==> src/design/code_reference_scanner_assert.svh <==
// Assertion macros shared by the code reference scanner RTL.
`ifndef CODE_REFERENCE_SCANNER_ASSERT_SVH
`define CODE_REFERENCE_SCANNER_ASSERT_SVH

`ifndef ASSERT_OFF

// Checks a property at every rising clock edge outside reset.
`define SCB_ASSERT(lbl, clk, rst, prop) \
   lbl: assert property (@(posedge clk) disable iff (rst) (prop)) \
      else $error("scanner assertion failed");

// Checks that a condition implies a consequence in the same cycle.
`define SCB_ASSERT_IMPL(lbl, clk, rst, cond, cons) \
   lbl: assert property (@(posedge clk) disable iff (rst) (cond) |-> (cons)) \
      else $error("scanner implication failed");

// Checks that a condition implies a consequence in the next cycle.
`define SCB_ASSERT_NEXT(lbl, clk, rst, cond, cons) \
   lbl: assert property (@(posedge clk) disable iff (rst) (cond) |=> (cons)) \
      else $error("scanner next-cycle check failed");

`else

`define SCB_ASSERT(lbl, clk, rst, prop)
`define SCB_ASSERT_IMPL(lbl, clk, rst, cond, cons)
`define SCB_ASSERT_NEXT(lbl, clk, rst, cond, cons)

`endif

`endif

==> src/design/scb_pkg.sv <==
// Shared types and constants of the code reference scanner.
`timescale 1ns / 1ps
`default_nettype none

package scb_pkg;

   localparam int ADDR_W    = 64;
   localparam int BYTE_W    = 8;
   localparam int OPND_W    = 32;
   localparam int WIN_DEPTH = 6;
   // Cell holding the opcode of a five-byte form and of a seven-byte form.
   localparam int SHORT_TAP = 3;
   localparam int LONG_TAP  = 5;

   // Opcodes and prefix bytes.
   localparam logic [BYTE_W-1:0] OP_CALL_REL  = 8'hE8;
   localparam logic [BYTE_W-1:0] OP_JMP_REL   = 8'hE9;
   localparam logic [BYTE_W-1:0] OP_REX_W     = 8'h48;
   localparam logic [BYTE_W-1:0] OP_LEA       = 8'h8D;
   localparam logic [BYTE_W-1:0] OP_PUSH_IMM  = 8'h68;
   localparam logic [BYTE_W-1:0] OP_CALL_FAR  = 8'h9A;
   localparam logic [BYTE_W-1:0] OP_MOV_EAX   = 8'hB8;
   localparam logic [BYTE_W-1:0] OP_MOV_ECX   = 8'hB9;
   localparam logic [BYTE_W-1:0] OP_MOV_EDX   = 8'hBA;
   localparam logic [BYTE_W-1:0] OP_MOV_RM    = 8'hC7;

   // Scan kinds.
   localparam logic KIND_FUNCTION = 1'b0;
   localparam logic KIND_STRING   = 1'b1;

   // Configuration register indexes.
   typedef enum logic [1:0] {
      CSR_TARGET  = 2'd0,
      CSR_MODE32  = 2'd1,
      CSR_KIND    = 2'd2
   } csr_index_type;

   typedef struct packed {
      logic              valid;
      logic [BYTE_W-1:0] data;
   } cell_type;

   typedef struct packed {
      logic [ADDR_W-1:0] target_address;
      logic              mode_32bit;
      logic              scan_kind;
   } config_type;

   typedef struct packed {
      logic              short_hit;
      logic [ADDR_W-1:0] short_address;
      logic              long_hit;
      logic [ADDR_W-1:0] long_address;
   } result_type;

endpackage

`default_nettype wire

==> src/design/scb_req_if.sv <==
// Input channel carrying code bytes with their addresses.
`timescale 1ns / 1ps
`default_nettype none

interface scb_req_if;
   logic                        valid;
   logic                        ready;
   logic [scb_pkg::BYTE_W-1:0]  data_byte;
   logic [scb_pkg::ADDR_W-1:0]  byte_address;
   logic                        region_first;

   modport source (output valid, output data_byte, output byte_address,
                   output region_first, input ready);
   modport sink   (input valid, input data_byte, input byte_address,
                   input region_first, output ready);
endinterface

`default_nettype wire

==> src/design/scb_rsp_if.sv <==
// Result channel carrying the hit flags and start addresses.
`timescale 1ns / 1ps
`default_nettype none

interface scb_rsp_if;
   logic                        valid;
   logic                        ready;
   logic                        short_hit;
   logic [scb_pkg::ADDR_W-1:0]  short_address;
   logic                        long_hit;
   logic [scb_pkg::ADDR_W-1:0]  long_address;

   modport source (output valid, output short_hit, output short_address,
                   output long_hit, output long_address, input ready);
   modport sink   (input valid, input short_hit, input short_address,
                   input long_hit, input long_address, output ready);
endinterface

`default_nettype wire

==> src/design/scb_csr_if.sv <==
// Configuration write channel with register index and write data.
`timescale 1ns / 1ps
`default_nettype none

interface scb_csr_if;
   logic                        valid;
   logic                        ready;
   logic [1:0]                  index;
   logic [scb_pkg::ADDR_W-1:0]  data;

   modport source (output valid, output index, output data, input ready);
   modport sink   (input valid, input index, input data, output ready);
endinterface

`default_nettype wire

==> src/design/scb_cell.sv <==
// One cell of the byte window chain: holds a byte and its valid flag.
`timescale 1ns / 1ps
`default_nettype none

module scb_cell (
   input  wire logic              clock,
   input  wire logic              reset,
   input  wire logic              shift,
   input  wire logic              clear,
   input  wire scb_pkg::cell_type prev,
   output scb_pkg::cell_type      held
);

   scb_pkg::cell_type cell_ff;
   scb_pkg::cell_type cell_in;

   // A region start empties the cell instead of taking the neighbor's byte.
   always_comb begin
      cell_in.data  = prev.data;
      cell_in.valid = prev.valid && !clear;
   end

   // The valid flag is control state; the byte needs no reset.
   always_ff @(posedge clock) begin
      if (shift) begin
         cell_ff.data <= cell_in.data;
      end
      if (reset) begin
         cell_ff.valid <= 1'b0;
      end else if (shift) begin
         cell_ff.valid <= cell_in.valid;
      end
   end

   assign held = cell_ff;

endmodule

`default_nettype wire

==> src/design/scb_match.sv <==
// Decodes the window and tests the reference forms against the target.
`timescale 1ns / 1ps
`default_nettype none

module scb_match (
   input  scb_pkg::cell_type                  cells [scb_pkg::WIN_DEPTH],
   input  wire logic [scb_pkg::BYTE_W-1:0]    cur_byte,
   input  wire logic [scb_pkg::ADDR_W-1:0]    cur_address,
   input  wire logic                          first,
   input  wire scb_pkg::config_type           cfg,
   output scb_pkg::result_type                result
);

   logic [scb_pkg::OPND_W-1:0] operand;
   logic [scb_pkg::ADDR_W-1:0] dest;
   logic                       dest_eq64;
   logic                       dest_eq32;
   logic                       abs_eq;
   logic                       short_ok;
   logic                       long_ok;
   logic [scb_pkg::BYTE_W-1:0] short_op;
   logic [scb_pkg::BYTE_W-1:0] long_op0;
   logic [scb_pkg::BYTE_W-1:0] long_op1;
   logic                       short_hit;
   logic                       long_hit;

   // Both forms carry their operand in the last four bytes, little-endian.
   assign operand = {cur_byte, cells[0].data, cells[1].data, cells[2].data};

   // Start plus length is the address after the current byte for both forms.
   assign dest = cur_address + scb_pkg::ADDR_W'(1)
               + {{(scb_pkg::ADDR_W-scb_pkg::OPND_W){operand[scb_pkg::OPND_W-1]}}, operand};

   assign dest_eq64 = (dest == cfg.target_address);
   assign dest_eq32 = (dest[scb_pkg::OPND_W-1:0] == cfg.target_address[scb_pkg::OPND_W-1:0]);
   assign abs_eq    = (operand == cfg.target_address[scb_pkg::OPND_W-1:0]);

   // All bytes of a form must lie inside the current region.
   assign short_ok = cells[scb_pkg::SHORT_TAP].valid && !first;
   assign long_ok  = cells[scb_pkg::LONG_TAP].valid && !first;
   assign short_op = cells[scb_pkg::SHORT_TAP].data;
   assign long_op0 = cells[scb_pkg::LONG_TAP].data;
   assign long_op1 = cells[scb_pkg::LONG_TAP-1].data;

   // Five-byte forms.
   always_comb begin
      short_hit = 1'b0;
      if (short_ok) begin
         if (cfg.scan_kind == scb_pkg::KIND_FUNCTION) begin
            if (short_op inside {scb_pkg::OP_CALL_REL, scb_pkg::OP_JMP_REL}) begin
               short_hit = cfg.mode_32bit ? dest_eq32 : dest_eq64;
            end else if ((short_op inside {scb_pkg::OP_PUSH_IMM, scb_pkg::OP_CALL_FAR})
                         && cfg.mode_32bit) begin
               short_hit = abs_eq;
            end
         end else begin
            if ((short_op inside {scb_pkg::OP_MOV_EAX, scb_pkg::OP_MOV_ECX,
                                  scb_pkg::OP_MOV_EDX, scb_pkg::OP_PUSH_IMM})
                && cfg.mode_32bit) begin
               short_hit = abs_eq;
            end
         end
      end
   end

   // Seven-byte forms: RIP-relative LEA, or the 32-bit immediate move.
   always_comb begin
      long_hit = 1'b0;
      if (long_ok) begin
         if (long_op0 == scb_pkg::OP_REX_W && long_op1 == scb_pkg::OP_LEA
             && !cfg.mode_32bit) begin
            long_hit = dest_eq64;
         end else if (cfg.scan_kind == scb_pkg::KIND_STRING
                      && long_op0 == scb_pkg::OP_MOV_RM && cfg.mode_32bit) begin
            long_hit = abs_eq;
         end
      end
   end

   // Start addresses read zero when there is no hit.
   always_comb begin
      result.short_hit     = short_hit;
      result.short_address = short_hit ? cur_address - scb_pkg::ADDR_W'(4) : '0;
      result.long_hit      = long_hit;
      result.long_address  = long_hit ? cur_address - scb_pkg::ADDR_W'(6) : '0;
   end

endmodule

`default_nettype wire

==> src/design/scb_outq.sv <==
// Two-entry result queue that decouples the scanner from the result sink.
`timescale 1ns / 1ps
`default_nettype none

module scb_outq (
   input  wire logic                clock,
   input  wire logic                reset,
   input  wire logic                push,
   input  wire scb_pkg::result_type push_data,
   input  wire logic                pop_ready,
   output logic                     out_valid,
   output scb_pkg::result_type      out_data,
   output logic                     full
);

   scb_pkg::result_type entry_ff [2];
   logic                wr_ptr_ff;
   logic                wr_ptr_in;
   logic                rd_ptr_ff;
   logic                rd_ptr_in;
   logic [1:0]          count_ff;
   logic [1:0]          count_in;
   logic                pop;

   assign out_valid = (count_ff != 2'd0);
   assign full      = (count_ff == 2'd2);
   assign pop       = out_valid && pop_ready;
   assign out_data  = entry_ff[rd_ptr_ff];

   // Pointer and fill count updates.
   always_comb begin
      wr_ptr_in = push ? !wr_ptr_ff : wr_ptr_ff;
      rd_ptr_in = pop ? !rd_ptr_ff : rd_ptr_ff;
      count_in  = count_ff;
      if (push && !pop) begin
         count_in = count_ff + 2'd1;
      end else if (pop && !push) begin
         count_in = count_ff - 2'd1;
      end
   end

   always_ff @(posedge clock) begin
      if (reset) begin
         wr_ptr_ff <= 1'b0;
         rd_ptr_ff <= 1'b0;
         count_ff  <= 2'd0;
      end else begin
         wr_ptr_ff <= wr_ptr_in;
         rd_ptr_ff <= rd_ptr_in;
         count_ff  <= count_in;
      end
   end

   // Result storage.
   always_ff @(posedge clock) begin
      if (push) begin
         entry_ff[wr_ptr_ff] <= push_data;
      end
   end

endmodule

`default_nettype wire

==> src/design/code_reference_scanner.sv <==
// Top level of the code reference scanner: window chain, matcher, result queue.
//
// The scanner takes one code byte per clock cycle while the result queue has
// room and returns one result per byte, in order. The six earlier bytes of the
// region ride in a chain of cells that shifts once per accepted transaction;
// a single 64-bit add and a 64- or 32-bit compare per byte test the relative
// forms, so the sustained rate is one byte per cycle while the sink keeps up.
// A two-entry result queue lets the input keep flowing while one result waits
// on the sink; input stalls only when both entries are full. Configuration
// writes are accepted at any time and should be made while no byte is in flight.
`timescale 1ns / 1ps
`default_nettype none
`include "code_reference_scanner_assert.svh"

module code_reference_scanner (
   input  wire logic clock,
   input  wire logic reset,
   scb_req_if.sink   req_if,
   scb_rsp_if.source rsp_if,
   scb_csr_if.sink   csr_if
);

   scb_pkg::config_type cfg_ff;
   scb_pkg::config_type cfg_in;
   scb_pkg::cell_type   cells    [scb_pkg::WIN_DEPTH];
   scb_pkg::cell_type   chain_in [scb_pkg::WIN_DEPTH];
   scb_pkg::result_type match_result;
   scb_pkg::result_type rsp_data;
   logic                req_accept;
   logic                queue_full;

   // Configuration registers; unknown indexes are ignored.
   assign csr_if.ready = 1'b1;

   always_comb begin
      cfg_in = cfg_ff;
      if (csr_if.valid) begin
         case (scb_pkg::csr_index_type'(csr_if.index))
            scb_pkg::CSR_TARGET: cfg_in.target_address = csr_if.data;
            scb_pkg::CSR_MODE32: cfg_in.mode_32bit     = csr_if.data[0];
            scb_pkg::CSR_KIND:   cfg_in.scan_kind      = csr_if.data[0];
            default:             cfg_in = cfg_ff;
         endcase
      end
   end

   always_ff @(posedge clock) begin
      if (reset) begin
         cfg_ff <= '0;
      end else begin
         cfg_ff <= cfg_in;
      end
   end

   // Input handshake.
   assign req_if.ready = !queue_full;
   assign req_accept   = req_if.valid && req_if.ready;

   // Window chain: the current byte enters cell zero, each cell feeds the next.
   assign chain_in[0] = '{valid: 1'b1, data: req_if.data_byte};

   genvar gi;
   generate
      for (gi = 0; gi < scb_pkg::WIN_DEPTH; gi++) begin : g_cell
         if (gi > 0) begin : g_link
            assign chain_in[gi] = cells[gi-1];
         end
         scb_cell u_cell (
            .clock (clock),
            .reset (reset),
            .shift (req_accept),
            .clear ((gi > 0) ? req_if.region_first : 1'b0),
            .prev  (chain_in[gi]),
            .held  (cells[gi])
         );
      end
   endgenerate

   // Form decode and target compare.
   scb_match u_match (
      .cells       (cells),
      .cur_byte    (req_if.data_byte),
      .cur_address (req_if.byte_address),
      .first       (req_if.region_first),
      .cfg         (cfg_ff),
      .result      (match_result)
   );

   // Result queue.
   scb_outq u_outq (
      .clock     (clock),
      .reset     (reset),
      .push      (req_accept),
      .push_data (match_result),
      .pop_ready (rsp_if.ready),
      .out_valid (rsp_if.valid),
      .out_data  (rsp_data),
      .full      (queue_full)
   );

   assign rsp_if.short_hit     = rsp_data.short_hit;
   assign rsp_if.short_address = rsp_data.short_address;
   assign rsp_if.long_hit      = rsp_data.long_hit;
   assign rsp_if.long_address  = rsp_data.long_address;

   // Every accepted byte leaves a result ready in the next cycle.
   `SCB_ASSERT_NEXT(a_result_follows, clock, reset, req_accept, rsp_if.valid)
   // A region start leaves only the newest byte in the window.
   `SCB_ASSERT_NEXT(a_region_clears, clock, reset, req_accept && req_if.region_first,
                    cells[0].valid && !cells[1].valid && !cells[scb_pkg::LONG_TAP].valid)
   // Once the window is full inside a region it stays full.
   `SCB_ASSERT_NEXT(a_window_holds, clock, reset,
                    req_accept && !req_if.region_first && cells[scb_pkg::LONG_TAP-1].valid,
                    cells[scb_pkg::LONG_TAP].valid)
   // Start addresses read zero on a miss.
   `SCB_ASSERT_IMPL(a_short_zero, clock, reset, rsp_if.valid && !rsp_if.short_hit,
                    rsp_if.short_address == '0)
   `SCB_ASSERT_IMPL(a_long_zero, clock, reset, rsp_if.valid && !rsp_if.long_hit,
                    rsp_if.long_address == '0)

endmodule

`default_nettype wire
==> src/flat_wrapper.sv <==
// flat-port wrapper written by rule: the top's interface ports become plain ports
module code_reference_scanner_flat 
  (clock, reset, req_if_valid, req_if_data_byte, req_if_byte_address, req_if_region_first, req_if_ready, rsp_if_valid, rsp_if_short_hit, rsp_if_short_address, rsp_if_long_hit, rsp_if_long_address, rsp_if_ready, csr_if_valid, csr_if_index, csr_if_data, csr_if_ready);
  scb_req_if req_if_i ();
  scb_rsp_if rsp_if_i ();
  scb_csr_if csr_if_i ();
  input  wire logic clock;
  input  wire logic reset;
  input wire logic [$bits(req_if_i.valid)-1:0] req_if_valid;
  input wire logic [$bits(req_if_i.data_byte)-1:0] req_if_data_byte;
  input wire logic [$bits(req_if_i.byte_address)-1:0] req_if_byte_address;
  input wire logic [$bits(req_if_i.region_first)-1:0] req_if_region_first;
  output wire logic [$bits(req_if_i.ready)-1:0] req_if_ready;
  output wire logic [$bits(rsp_if_i.valid)-1:0] rsp_if_valid;
  output wire logic [$bits(rsp_if_i.short_hit)-1:0] rsp_if_short_hit;
  output wire logic [$bits(rsp_if_i.short_address)-1:0] rsp_if_short_address;
  output wire logic [$bits(rsp_if_i.long_hit)-1:0] rsp_if_long_hit;
  output wire logic [$bits(rsp_if_i.long_address)-1:0] rsp_if_long_address;
  input wire logic [$bits(rsp_if_i.ready)-1:0] rsp_if_ready;
  input wire logic [$bits(csr_if_i.valid)-1:0] csr_if_valid;
  input wire logic [$bits(csr_if_i.index)-1:0] csr_if_index;
  input wire logic [$bits(csr_if_i.data)-1:0] csr_if_data;
  output wire logic [$bits(csr_if_i.ready)-1:0] csr_if_ready;
  assign req_if_i.valid = req_if_valid;
  assign req_if_i.data_byte = req_if_data_byte;
  assign req_if_i.byte_address = req_if_byte_address;
  assign req_if_i.region_first = req_if_region_first;
  assign req_if_ready = req_if_i.ready;
  assign rsp_if_valid = rsp_if_i.valid;
  assign rsp_if_short_hit = rsp_if_i.short_hit;
  assign rsp_if_short_address = rsp_if_i.short_address;
  assign rsp_if_long_hit = rsp_if_i.long_hit;
  assign rsp_if_long_address = rsp_if_i.long_address;
  assign rsp_if_i.ready = rsp_if_ready;
  assign csr_if_i.valid = csr_if_valid;
  assign csr_if_i.index = csr_if_index;
  assign csr_if_i.data = csr_if_data;
  assign csr_if_ready = csr_if_i.ready;
  code_reference_scanner u_core (.clock(clock), .reset(reset), .req_if(req_if_i), .rsp_if(rsp_if_i), .csr_if(csr_if_i));
endmodule
==> config.mk <==
export PLATFORM = sky130hd
export DESIGN_NAME = code_reference_scanner_flat
export DESIGN_NICKNAME = d
export VERILOG_FILES = /design/src/design/scb_pkg.sv /design/src/design/scb_req_if.sv /design/src/design/scb_rsp_if.sv /design/src/design/scb_csr_if.sv /design/src/design/scb_cell.sv /design/src/design/scb_match.sv /design/src/design/scb_outq.sv /design/src/design/code_reference_scanner.sv /design/src/flat_wrapper.sv
export VERILOG_INCLUDE_DIRS = /design/src /design/src/design
export SDC_FILE = /design/constraint.sdc
export NUM_CORES = 1
export LEC_CHECK = 0
export BUFFER_PORTS_ARGS = -buffer_cell sky130_fd_sc_hd__buf_2
export CORE_ASPECT_RATIO = 0.9
export CORE_MARGIN = 4
export CORE_UTILIZATION = 46
export CTS_CLUSTER_DIAMETER = 50
export DETAILED_ROUTE_END_ITERATION = 8
export PLACE_DENSITY_LB_ADDON = 0.2
export SLEW_MARGIN = 5
export SYNTH_ARGS = -nofsm -noshare
export SYNTH_HDL_FRONTEND = slang
export SYNTH_SLANG_ARGS = --single-unit
==> constraint.sdc <==
create_clock -name clock -period 14.7 [get_ports clock]
set_input_delay 0.735 -clock clock [delete_from_list [all_inputs] [get_ports clock]]
set_output_delay 0.735 -clock clock [all_outputs]
set_load 0.005 [all_outputs]
Word level (Yosys, flattened, before mapping)
Memory sizes are Yosys's and may differ from the RTL's. A register that Yosys moved wholly into a read port is not among the register bits.
Index checks and enable logic that the tools add are counted.
{"block": "word_totals", "reg_bits": 124, "mem_bits_rw": 260, "inputBits": 144, "out_inout_bits": 133, "word_cells": 90, "n_memories": 1}
{"memory": "u_core.u_outq.entry_ff", "depth": 2, "width": 130, "rd": 1, "rd_ports_with_merged_regs": 1, "wr": 1, "line": "scb_outq.sv:16", "source": "scb_pkg::result_type entry_ff [2];"}
{"block": "op_classes", "add_sub_neg": 6, "eq_ne": 16, "muxes": 17, "n_reduce_logical": 32}
{"operator": "2-to-1 mux 64 bit", "count": 2}
{"operator": "subtractor 64 x 3 -> 64 bit, second input constant", "count": 2}
{"operator": "adder 64 x 1 -> 64 bit, second input constant", "count": 1}
{"operator": "adder 64 bit", "count": 1}
{"operator": "equality test 32 bit", "count": 2}
{"operator": "equality test 64 bit", "count": 1}
{"operator": "equality test 8 bit, second input constant", "count": 8}
{"operator": "equality test 8 x 7 -> 1 bit, second input constant", "count": 2}
{"operator": "logical AND 1 bit", "count": 16}
{"operator": "2-to-1 mux 1 bit", "count": 13}
{"operator": "nonzero test 2 bit", "count": 4}
{"operator": "logical NOT 1 bit", "count": 7}
{"operator": "AND reduction 2 bit", "count": 3}
{"operator": "equality test 2 bit, second input constant", "count": 2}
{"operator": "2-to-1 mux 2 bit", "count": 2}
{"operator": "nonzero test 4 bit", "count": 1}
{"operator": "adder 2 x 1 -> 2 bit, second input constant", "count": 1}
{"operator": "equality test 2 x 1 -> 1 bit, second input constant", "count": 1}
{"operator": "logical NOT 2 bit", "count": 1}
{"operator": "subtractor 2 x 1 -> 2 bit, second input constant", "count": 1}

Depth between registers and ports, before layout
Gate-level depths: netlist of run 1.
{"block": "depth", "depth_word": 8, "ltp_mapped": 18}

Hierarchy
A second synthesis of run 1 with hierarchy kept.
{"block": "unflattened", "hier_cells": 2346, "area_unflattened_um2": 24461.0}
{"mod": "scb_match", "instances": 1, "cells_each": 1557, "area_per_inst_um2": 10100.9, "seq_area_each_um2": 0.0}
{"mod": "scb_outq", "instances": 1, "cells_each": 426, "area_per_inst_um2": 9615.5, "seq_area_each_um2": 7907.6}
{"mod": "code_reference_scanner", "instances": 1, "cells_each": 291, "area_per_inst_um2": 3047.9, "seq_area_each_um2": 1321.3}
{"mod": "scb_cell", "instances": 6, "cells_each": 12, "area_per_inst_um2": 282.8, "seq_area_each_um2": 260.2}

Least setup slack after synthesis of run 1
Ideal clock, no wire load.
{"block": "synth_path", "kind": "in2reg", "start": "input req_if_valid", "end": "memory u_core.u_outq.entry_ff[0][0] (netlist name) (enable)", "arrival_ps": 6475, "required_ps": 14077, "setup_slack_ps": 7602, "stages": 3, "cell_sequence": "nand2_1 -> clkbuf_1 -> nor2_1"}
{"block": "synth_via", "elab_chain_cells": 3}
{"element": "start: declaration", "line": "flat_wrapper.sv:9", "source": "input wire logic [$bits(req_if_i.valid)-1:0] req_if_valid;"}
{"element": "logical AND 1 bit", "line": "code_reference_scanner.sv:57", "source": "assign req_accept = req_if.valid && req_if.ready;"}
{"element": "2-to-1 mux 1 bit", "line": "scb_outq.sv:56", "source": "if (push) begin"}
{"element": "2-to-1 mux 1 bit (not written as such)", "line": "scb_outq.sv:57", "source": "entry_ff[wr_ptr_ff] <= push_data;"}
{"element": "end: declaration", "line": "scb_outq.sv:16"}
Every way passes these cells.

==> metrics.txt, run 1 <==
first-pass GRT wire length 123700 um; post_cts resized 0; count of port buffers added during placement around 280; number of H-tree levels 2; Clock Path Buffers 3; number of synthesized flops with an enable pin ~310; number of max-capacitance violations reported 0; post-route standard cell area excluding fillers 25960 um2; slew at the pin closest to its max-slew limit roughly 1.2 ns; commonest cells after routing, fill and taps aside nand2_1 (316), edfxtp_1 (308), buf_2 (275), nor2_1 (270), a21oi_1 (187); share of the cycle needed by the critical path after routing around two fifths; area of all sequential standard cells 10790 um2; most common flop cell mapped by yosys edfxtp_1; Worst Setup Path Type reg2reg; number of instances in the synthesized netlist 2292; sequential area share after synthesis approximately 48%; filler cell count in the final layout 4412; setup repair after global routing missed its margin false; final number of max-transition violations 0; Ports roughly 280; count of antenna-violating nets left after detailed routing 0; mean post-synth cell area 9.875 um2; via count of the first global-routing pass about 19000; Fin Clk Skew around 0.029 ns; CTS clock-pin slew for the worst setup and hold paths 0.06 ns; clock tree from TritonCTS done; LEAKAGE 0.009142 uW; grt ovf 0; initial detailed-routing violation count 2105; maximum clock frequency approximately 160 MHz; dpl cell area roughly 25000 um2; type of element launching the critical path flip-flop; Starting Density between 40 and 50%; largest net degree at the start of global routing 82; overall die width 241.8 um; most frequent standard cell in the layout excluding fill and tap cells nand2_1; crit path DAT 6.51 ns; clock tree sinks roughly 390; total power draw 3427 uW; number of different library cells in the post-synthesis netlist 86; number of setup violations in the final report 0; post-synthesis instance area 22630 um2; area occupied by multi-input gates 11370 um2; number of CTS-inserted buffers 43; DIE HEIGHT 218.4 um; path type of the worst min-delay path in2reg; post-CTS setup buffer count 0; Synthesized Nets 2504; synth-to-layout area growth 14.69%; final std cells w/o fill 3198; number of failing hold endpoints at the final stage 0; number of iterations in the first detailed-routing pass 5; type of destination of the critical path flip-flop; Core Region just under 50000 um2; peak supply drop 111.7 uV; share of final-layout standard cells stronger than drive strength 1 21.18%; final critical path time including I/O delays and setup 6.134 ns; run status finished, final reports clean; Setup Total Neg Slack 0 ns; per-cell via count in the routed design 6.118; insertion delay of the later-clocked pin in the worst-skew pair 0.59 ns; Pwr Density 132.0 nW/um2; number of warning messages in the yosys log 0; #FFs+latches synth 385; Post-layout nets 2747; asr flop ratio synth 0%; gp weighted congestion 0.9830; routed wire length 84430 um; number of antenna violations at the first check in global routing 7; Hold Buf Count CTS 0; Routed wire per std cell about 26 um; total instance count after detailed placement 3114; worst path required time ~15 ns; total global-route track usage 30.87%; count of unresolved DRC violations after routing 0; remaining max-slew budget at the tightest pin 20.86%; CTS Root Buffer Type clkbuf_16; number of vias in the routed layout 19560; largest fanout of any net on the critical path 65; final HPWL from detailed placement 66620 um; number of core rows 76; die area roughly 53000 um2
-- synthesized netlist by cell type, types with 13 or more instances --
| library cell | count | area share (%) |
|---|---|---|
| a21oi_1 | 187 | 4.1 |
| a31oi_1 | 16 | 0.44 |
| buf_2 | 20 | 0.44 |
| clkbuf_1 | 56 | 0.93 |
| dfxtp_1 | 77 | 6.8 |
| edfxtp_1 | 308 | 41 |
| ha_1 | 67 | 3.7 |
| inv_1 | 23 | 0.38 |
| mux2_2 | 130 | 6.5 |
| nand2_1 | 316 | 5.2 |
| nand2b_1 | 14 | 0.39 |
| nand3_1 | 51 | 1.1 |
| nand4_1 | 61 | 1.7 |
| nor2_1 | 272 | 4.5 |
| nor2_2 | 30 | 0.83 |
| nor2b_1 | 13 | 0.36 |
| nor3_1 | 57 | 1.3 |
| nor4_1 | 36 | 1.0 |
| o21ai_0 | 75 | 1.7 |
| xnor2_1 | 150 | 5.8 |
| xor2_1 | 91 | 3.5 |
-- sequential cells by signal, indices dropped and copies added, names as in the netlist, named ones only --
register,flops
u_core.u_outq.entry_ff,260
u_core.cfg_ff,66
u_core.g_cell.u_cell.held,54
u_core.u_outq.count_ff,2
u_core.u_outq.rd_ptr_ff,1
u_core.u_outq.wr_ptr_ff,1
-- kinds of logic after synthesis --
logic type | count (synthesis) | synth area share (%)
other cells | 1 | 0.01657
flops | 385 | 47.68
mux | 140 | 6.910
buf+inv | 117 | 2.267
fa+ha+maj | 68 | 3.792
xor+xnor | 241 | 9.326
simple gates | 946 | 19.65
compound gates | 394 | 10.36
-- report_power, final --
part | switching [uW] | internal, uW | leakage (uW)
Clock | 444 | 625 | 0.000680
Combinational | 601 | 376 | 0.00485
Sequential | 57.8 | 1320 | 0.00361
Total | 1100 | 2320 | 0.00914
-- critical path: stages, from the launching register on --
cell and delay (ns):
edfxtp_1 0.45, inv_1 0.09, ha_1 0.15, inv_1 0.05, fa_1 0.41, a211oi_1 0.61, nor4_1 0.13, a211oi_2 0.49
o21ai_0 0.25, a31oi_2 0.46, xnor2_1 0.17, nand4_1 0.14, nor4bb_1 0.88, o211ai_1 0.22, nor3_2 0.51, a31oi_4 0.13
buf_4 0.44, nor2_1 0.32
-- final cells by class --
cell class              count  area share [%]
clock inverters            23           1.017
multi-input cells        1790           43.81
repair buffers            292           5.794
inverters                  23          0.3326
well taps                 624           3.008
clock buffers              55           4.396
flip-flops and latches    385           41.58
diodes                      6         0.05784
-- final timing paths --
path | slack (ns) | cells past startpoint | endpoint | startpoint
hold / removal | 0.40 | 3 | u_core.cfg_ff[26] | csr_if_data[24]
hold reg to reg | 0.44 | 0 | u_core.g_cell[5].u_cell.held[2] | u_core.g_cell[4].u_cell.held[2]
setup / recovery | 8.57 | 17 | u_core.u_outq.entry_ff[0][80] | u_core.g_cell[2].u_cell.held[0]
setup reg to reg | 8.57 | 17 | u_core.u_outq.entry_ff[0][80] | u_core.g_cell[2].u_cell.held[0]
-- metal layers --
layer | GRT usage, % | up-vias | part of all wire (%)
li1 | - | 8834 | -
met1 | 46.15 | 9582 | 46
met2 | 46.83 | 996 | 43
met3 | 4.723 | 152 | 8.2
met4 | 8.532 | 0 | 2.8
met5 | 0 | - | 0
-- metrics by stage --
stage | utilization (%) | hold WS (ns) | worst slack, ns
final | 53.84 | 0.3981 | 8.566
after global routing | 53.84 | 0.3897 | 8.260
after CTS | 53.81 | 0.3709 | 8.671
after detailed placement | 50.90 | 0.4283 | 8.290
after global placement | 50.90 | 0.4250 | 8.403
after floorplan | - | 0.4176 | 7.602
Power figures use the tool's default switching activity.
==> run 2: changes to the inputs <==
==> constraint.sdc (replaced) <==
create_clock -name clock -period 5.6 [get_ports clock]
set_input_delay 0.28 -clock clock [delete_from_list [all_inputs] [get_ports clock]]
set_output_delay 0.28 -clock clock [all_outputs]
set_load 0.005 [all_outputs]
==> run 2 against run 1 <==
  * First-iteration DRC count rose by 7.4%
  * Maximum frequency rose by 16%
  * Non-clock buffer count rose by 93
  * Hold slack got worse by 0.36 ns
  * Combinational power rose to 2.6 times the previous value
  * Sequential share of layout area fell by 1.5 points
  * Largest cell class unchanged
  * Largest power group unchanged
==> metrics.txt, run 2 (synthesis gave the netlist of run 1 again) <==
run status finished, final reports clean; number of max-capacitance violations reported 0 (unchanged); filler cell count in the final layout 4322 (-2.0%); number of flip-flops under the largest register name 260 (unchanged); total length of routed met3 wires 7644 um (+10%); Worst R2R Start u_core.g_cell[2].u_cell.held[0]; gp weighted congestion 0.9663 (-1.7%); Setup Slack @ Placement 0.3495 ns (-7.940 ns); combinational group share of total power 28.3% (-0.2 points); type of element launching the critical path flip-flop; Final WS setup 0.3307 ns (-8.236 ns); slew at the pin closest to its max-slew limit 1.131 ns (-0.04578 ns); crit path DAT 5.69 ns (-0.82 ns); largest reg by FF count u_core.u_outq.entry_ff; per-cell via count in the routed design 6.066 (-0.85%); synth-to-layout area growth 19.04%; Ports 277 (unchanged); largest fanout of any net on the critical path 35 (-46%); routed wire length 85260 um (+0.99%); clock tree from TritonCTS done; initial detailed-routing violation count 2261 (+7.4%); final critical path time including I/O delays and setup 5.269 ns (-0.8643 ns); top routing layer in use met5; worst hold slack across all endpoints 0.03741 ns (-0.3607 ns); reg2reg end u_core.u_outq.entry_ff[1][57]; path type of the worst min-delay path in2reg; setup slack of the worst register-to-register path 0.33 ns (-8.24 ns); CTS clock-pin slew for the worst setup and hold paths 0.07 ns (about the same); number of setup violations in the final report 0 (unchanged); sequential fraction of design power 40.4% (about the same); commonest cells after routing, fill and taps aside nand2_1 (316), edfxtp_1 (308), buf_2 (275), nor2_1 (270), a21oi_1 (187); part of the power in the clock network 31.3% (about the same); grt ovf 0 (unchanged); path depth of the worst reg2reg path 18 (+1); first-pass GRT wire length 124600 um (+0.75%); count of unresolved DRC violations after routing 0 (unchanged); type of destination of the critical path flip-flop; Worst Hold Path EP u_core.g_cell[0].u_cell.held[6]; count of port buffers added during placement 275 (unchanged); via count of the first global-routing pass 19520 (+2.3%); CTS Root Buffer Type clkbuf_16; share of final-layout standard cells stronger than drive strength 1 21.53% (+0.34 points); count of antenna-violating nets left after detailed routing 0 (unchanged); Core Region 48210 um2 (unchanged); number of CTS-inserted buffers 43 (unchanged); Fin Clk Skew 0.02691 ns (-0.001868 ns); number of antenna violations at the first check in global routing 10 (+3); die area 52820 um2 (unchanged); final HPWL from detailed placement 67120 um (+0.75%); Starting Density 46.95% (unchanged); largest net degree at the start of global routing 78 (-4.9%); net switching power of the design 2945 uW (+170%); Worst Setup Path Type reg2reg; hold_sp req_if_data_byte[6]; setup repair after global routing missed its margin false; clock tree sinks 385 (unchanged); number of core rows 76 (unchanged); DIE HEIGHT 218.4 um (unchanged); overall die width 241.8 um (unchanged); maximum clock frequency 189.8 MHz (+16%); peak supply drop 289.1 uV (+160%); total global-route track usage 31.14% (+0.26 points); worst path required time 6.02 ns (-9.06 ns); Routed wire per std cell 25.87 um (-2.0%); Clock Path Buffers 3 (unchanged); number of failing hold endpoints at the final stage 0 (unchanged); share of the cycle needed by the critical path after routing 94.09% (+52 points); Setup Total Neg Slack 0 ns (unchanged); LEAKAGE 0.009590 uW (+4.9%); number of iterations in the first detailed-routing pass 6 (+1); number of H-tree levels 2 (unchanged); insertion delay of the later-clocked pin in the worst-skew pair 0.60 ns (about the same); final number of max-transition violations 0 (unchanged); Util after Layout 55.89% (+2.0 points); switching portion of total power 32.33% (+0.15 points); most frequent standard cell in the layout excluding fill and tap cells nand2_1; Power Internal 6165 uW (+170%); Hold Crit Depth 1 (-2); Pwr Density 338.1 nW/um2 (+160%); remaining max-slew budget at the tightest pin 24.45% (+3.6 points); detailed route wirelength on metal2 37120 um (+1.8%); number of vias in the routed layout 19990 (+2.2%); Post-layout nets 2840 (+3.4%); sum of routed wire segments on met1 37800 um (-2.2%)
-- run 2: changes by cell type in the layout (fill, tap and decap cells not counted), sizes merged --
cell and change:
diode +4, buf +25, clkinv +2, inv +1, bufinv -1, clkbuf -2, clkinvlp +1, dlygate4sd3 +68
-- run 2: routing by layer --
| layer | GRT usage, % | vias to the layer above |
|---|---|---|
| li1 | - | 9029 |
| met1 | 44.90 | 9681 |
| met2 | 48.01 | 1084 |
| met3 | 5.545 | 197 |
| met4 | 9.828 | 2 |
| met5 | 0 | - |
-- run 2: worst max-delay path by stage --
stage	startpoint	slack [ns]	end
4_1_cts	u_core.g_cell[2].u_cell.held[0]	0.31	u_core.u_outq.entry_ff[0][57]
6_report	u_core.g_cell[2].u_cell.held[0]	0.33	u_core.u_outq.entry_ff[1][57]
2_1_floorplan	u_core.u_outq.count_ff[0]	0.91	u_core.u_outq.entry_ff[0][0]
3_3_place_gp	req_if_data_byte[7]	0.39	u_core.u_outq.entry_ff[0][49]
5_1_grt	u_core.g_cell[2].u_cell.held[0]	0.06	u_core.u_outq.entry_ff[1][46]
3_5_place_dp	u_core.g_cell[2].u_cell.held[0]	0.35	u_core.u_outq.entry_ff[0][49]
-- run 2: cell type report --
cell class	count	area [um2]	area share (%)
clock inverter	26	262.8	0.9752
sequential	385	10790	40.06
multi-input combinational	1790	11380	42.24
tap	624	780.7	2.898
timing repair buffer	385	2447	9.083
antenna	10	25.02	0.09288
inverter	23	86.33	0.3204
clock buffer	53	1167	4.333
-- run 2: what timing repair did --
| action | 4_1_cts | 5_1_grt |
|---|---|---|
| endpoints found under the setup margin | 0 | 64 |
| buffers inserted | 0 | 0 |
| resized for setup | 0 | 1 |
| hold buffers | 68 | 0 |
| endpoints found under the hold margin | 70 | 0 |
-- run 2: worst max-delay path, stage by stage, from the launching register on --
cell and delay, ns:
edfxtp_1 0.43, inv_1 0.08, ha_1 0.16, inv_1 0.06, fa_1 0.42, a211oi_1 0.54
nor4_1 0.14, a211oi_2 0.45, o21ai_0 0.22, a31oi_2 0.47, xnor2_1 0.17, nand4_1 0.12
nor4bb_2 0.53, o211ai_1 0.21, nor3_2 0.17, buf_4 0.17, a31oi_4 0.14, buf_4 0.33
nor2_1 0.26
-- run 2: through the flow --
step	instances	cell area [um2]	total power, uW
global route	3295	26940	9484
detailed placement	3139	24800	6233
CTS	3286	26910	9123
floorplan	2292	22640	5167
global placement	3139	24800	6241
finish	3296	26940	9110
-- run 2: power by group through the flow --
stage	Combinational (uW)	Clock [uW]	Sequential [uW]
2_1_floorplan	1530	0	3640
3_3_place_gp	2520	0	3720
3_5_place_dp	2500	0	3730
4_1_cts	2550	2900	3680
5_1_grt	2760	3020	3710
6_report	2580	2850	3680
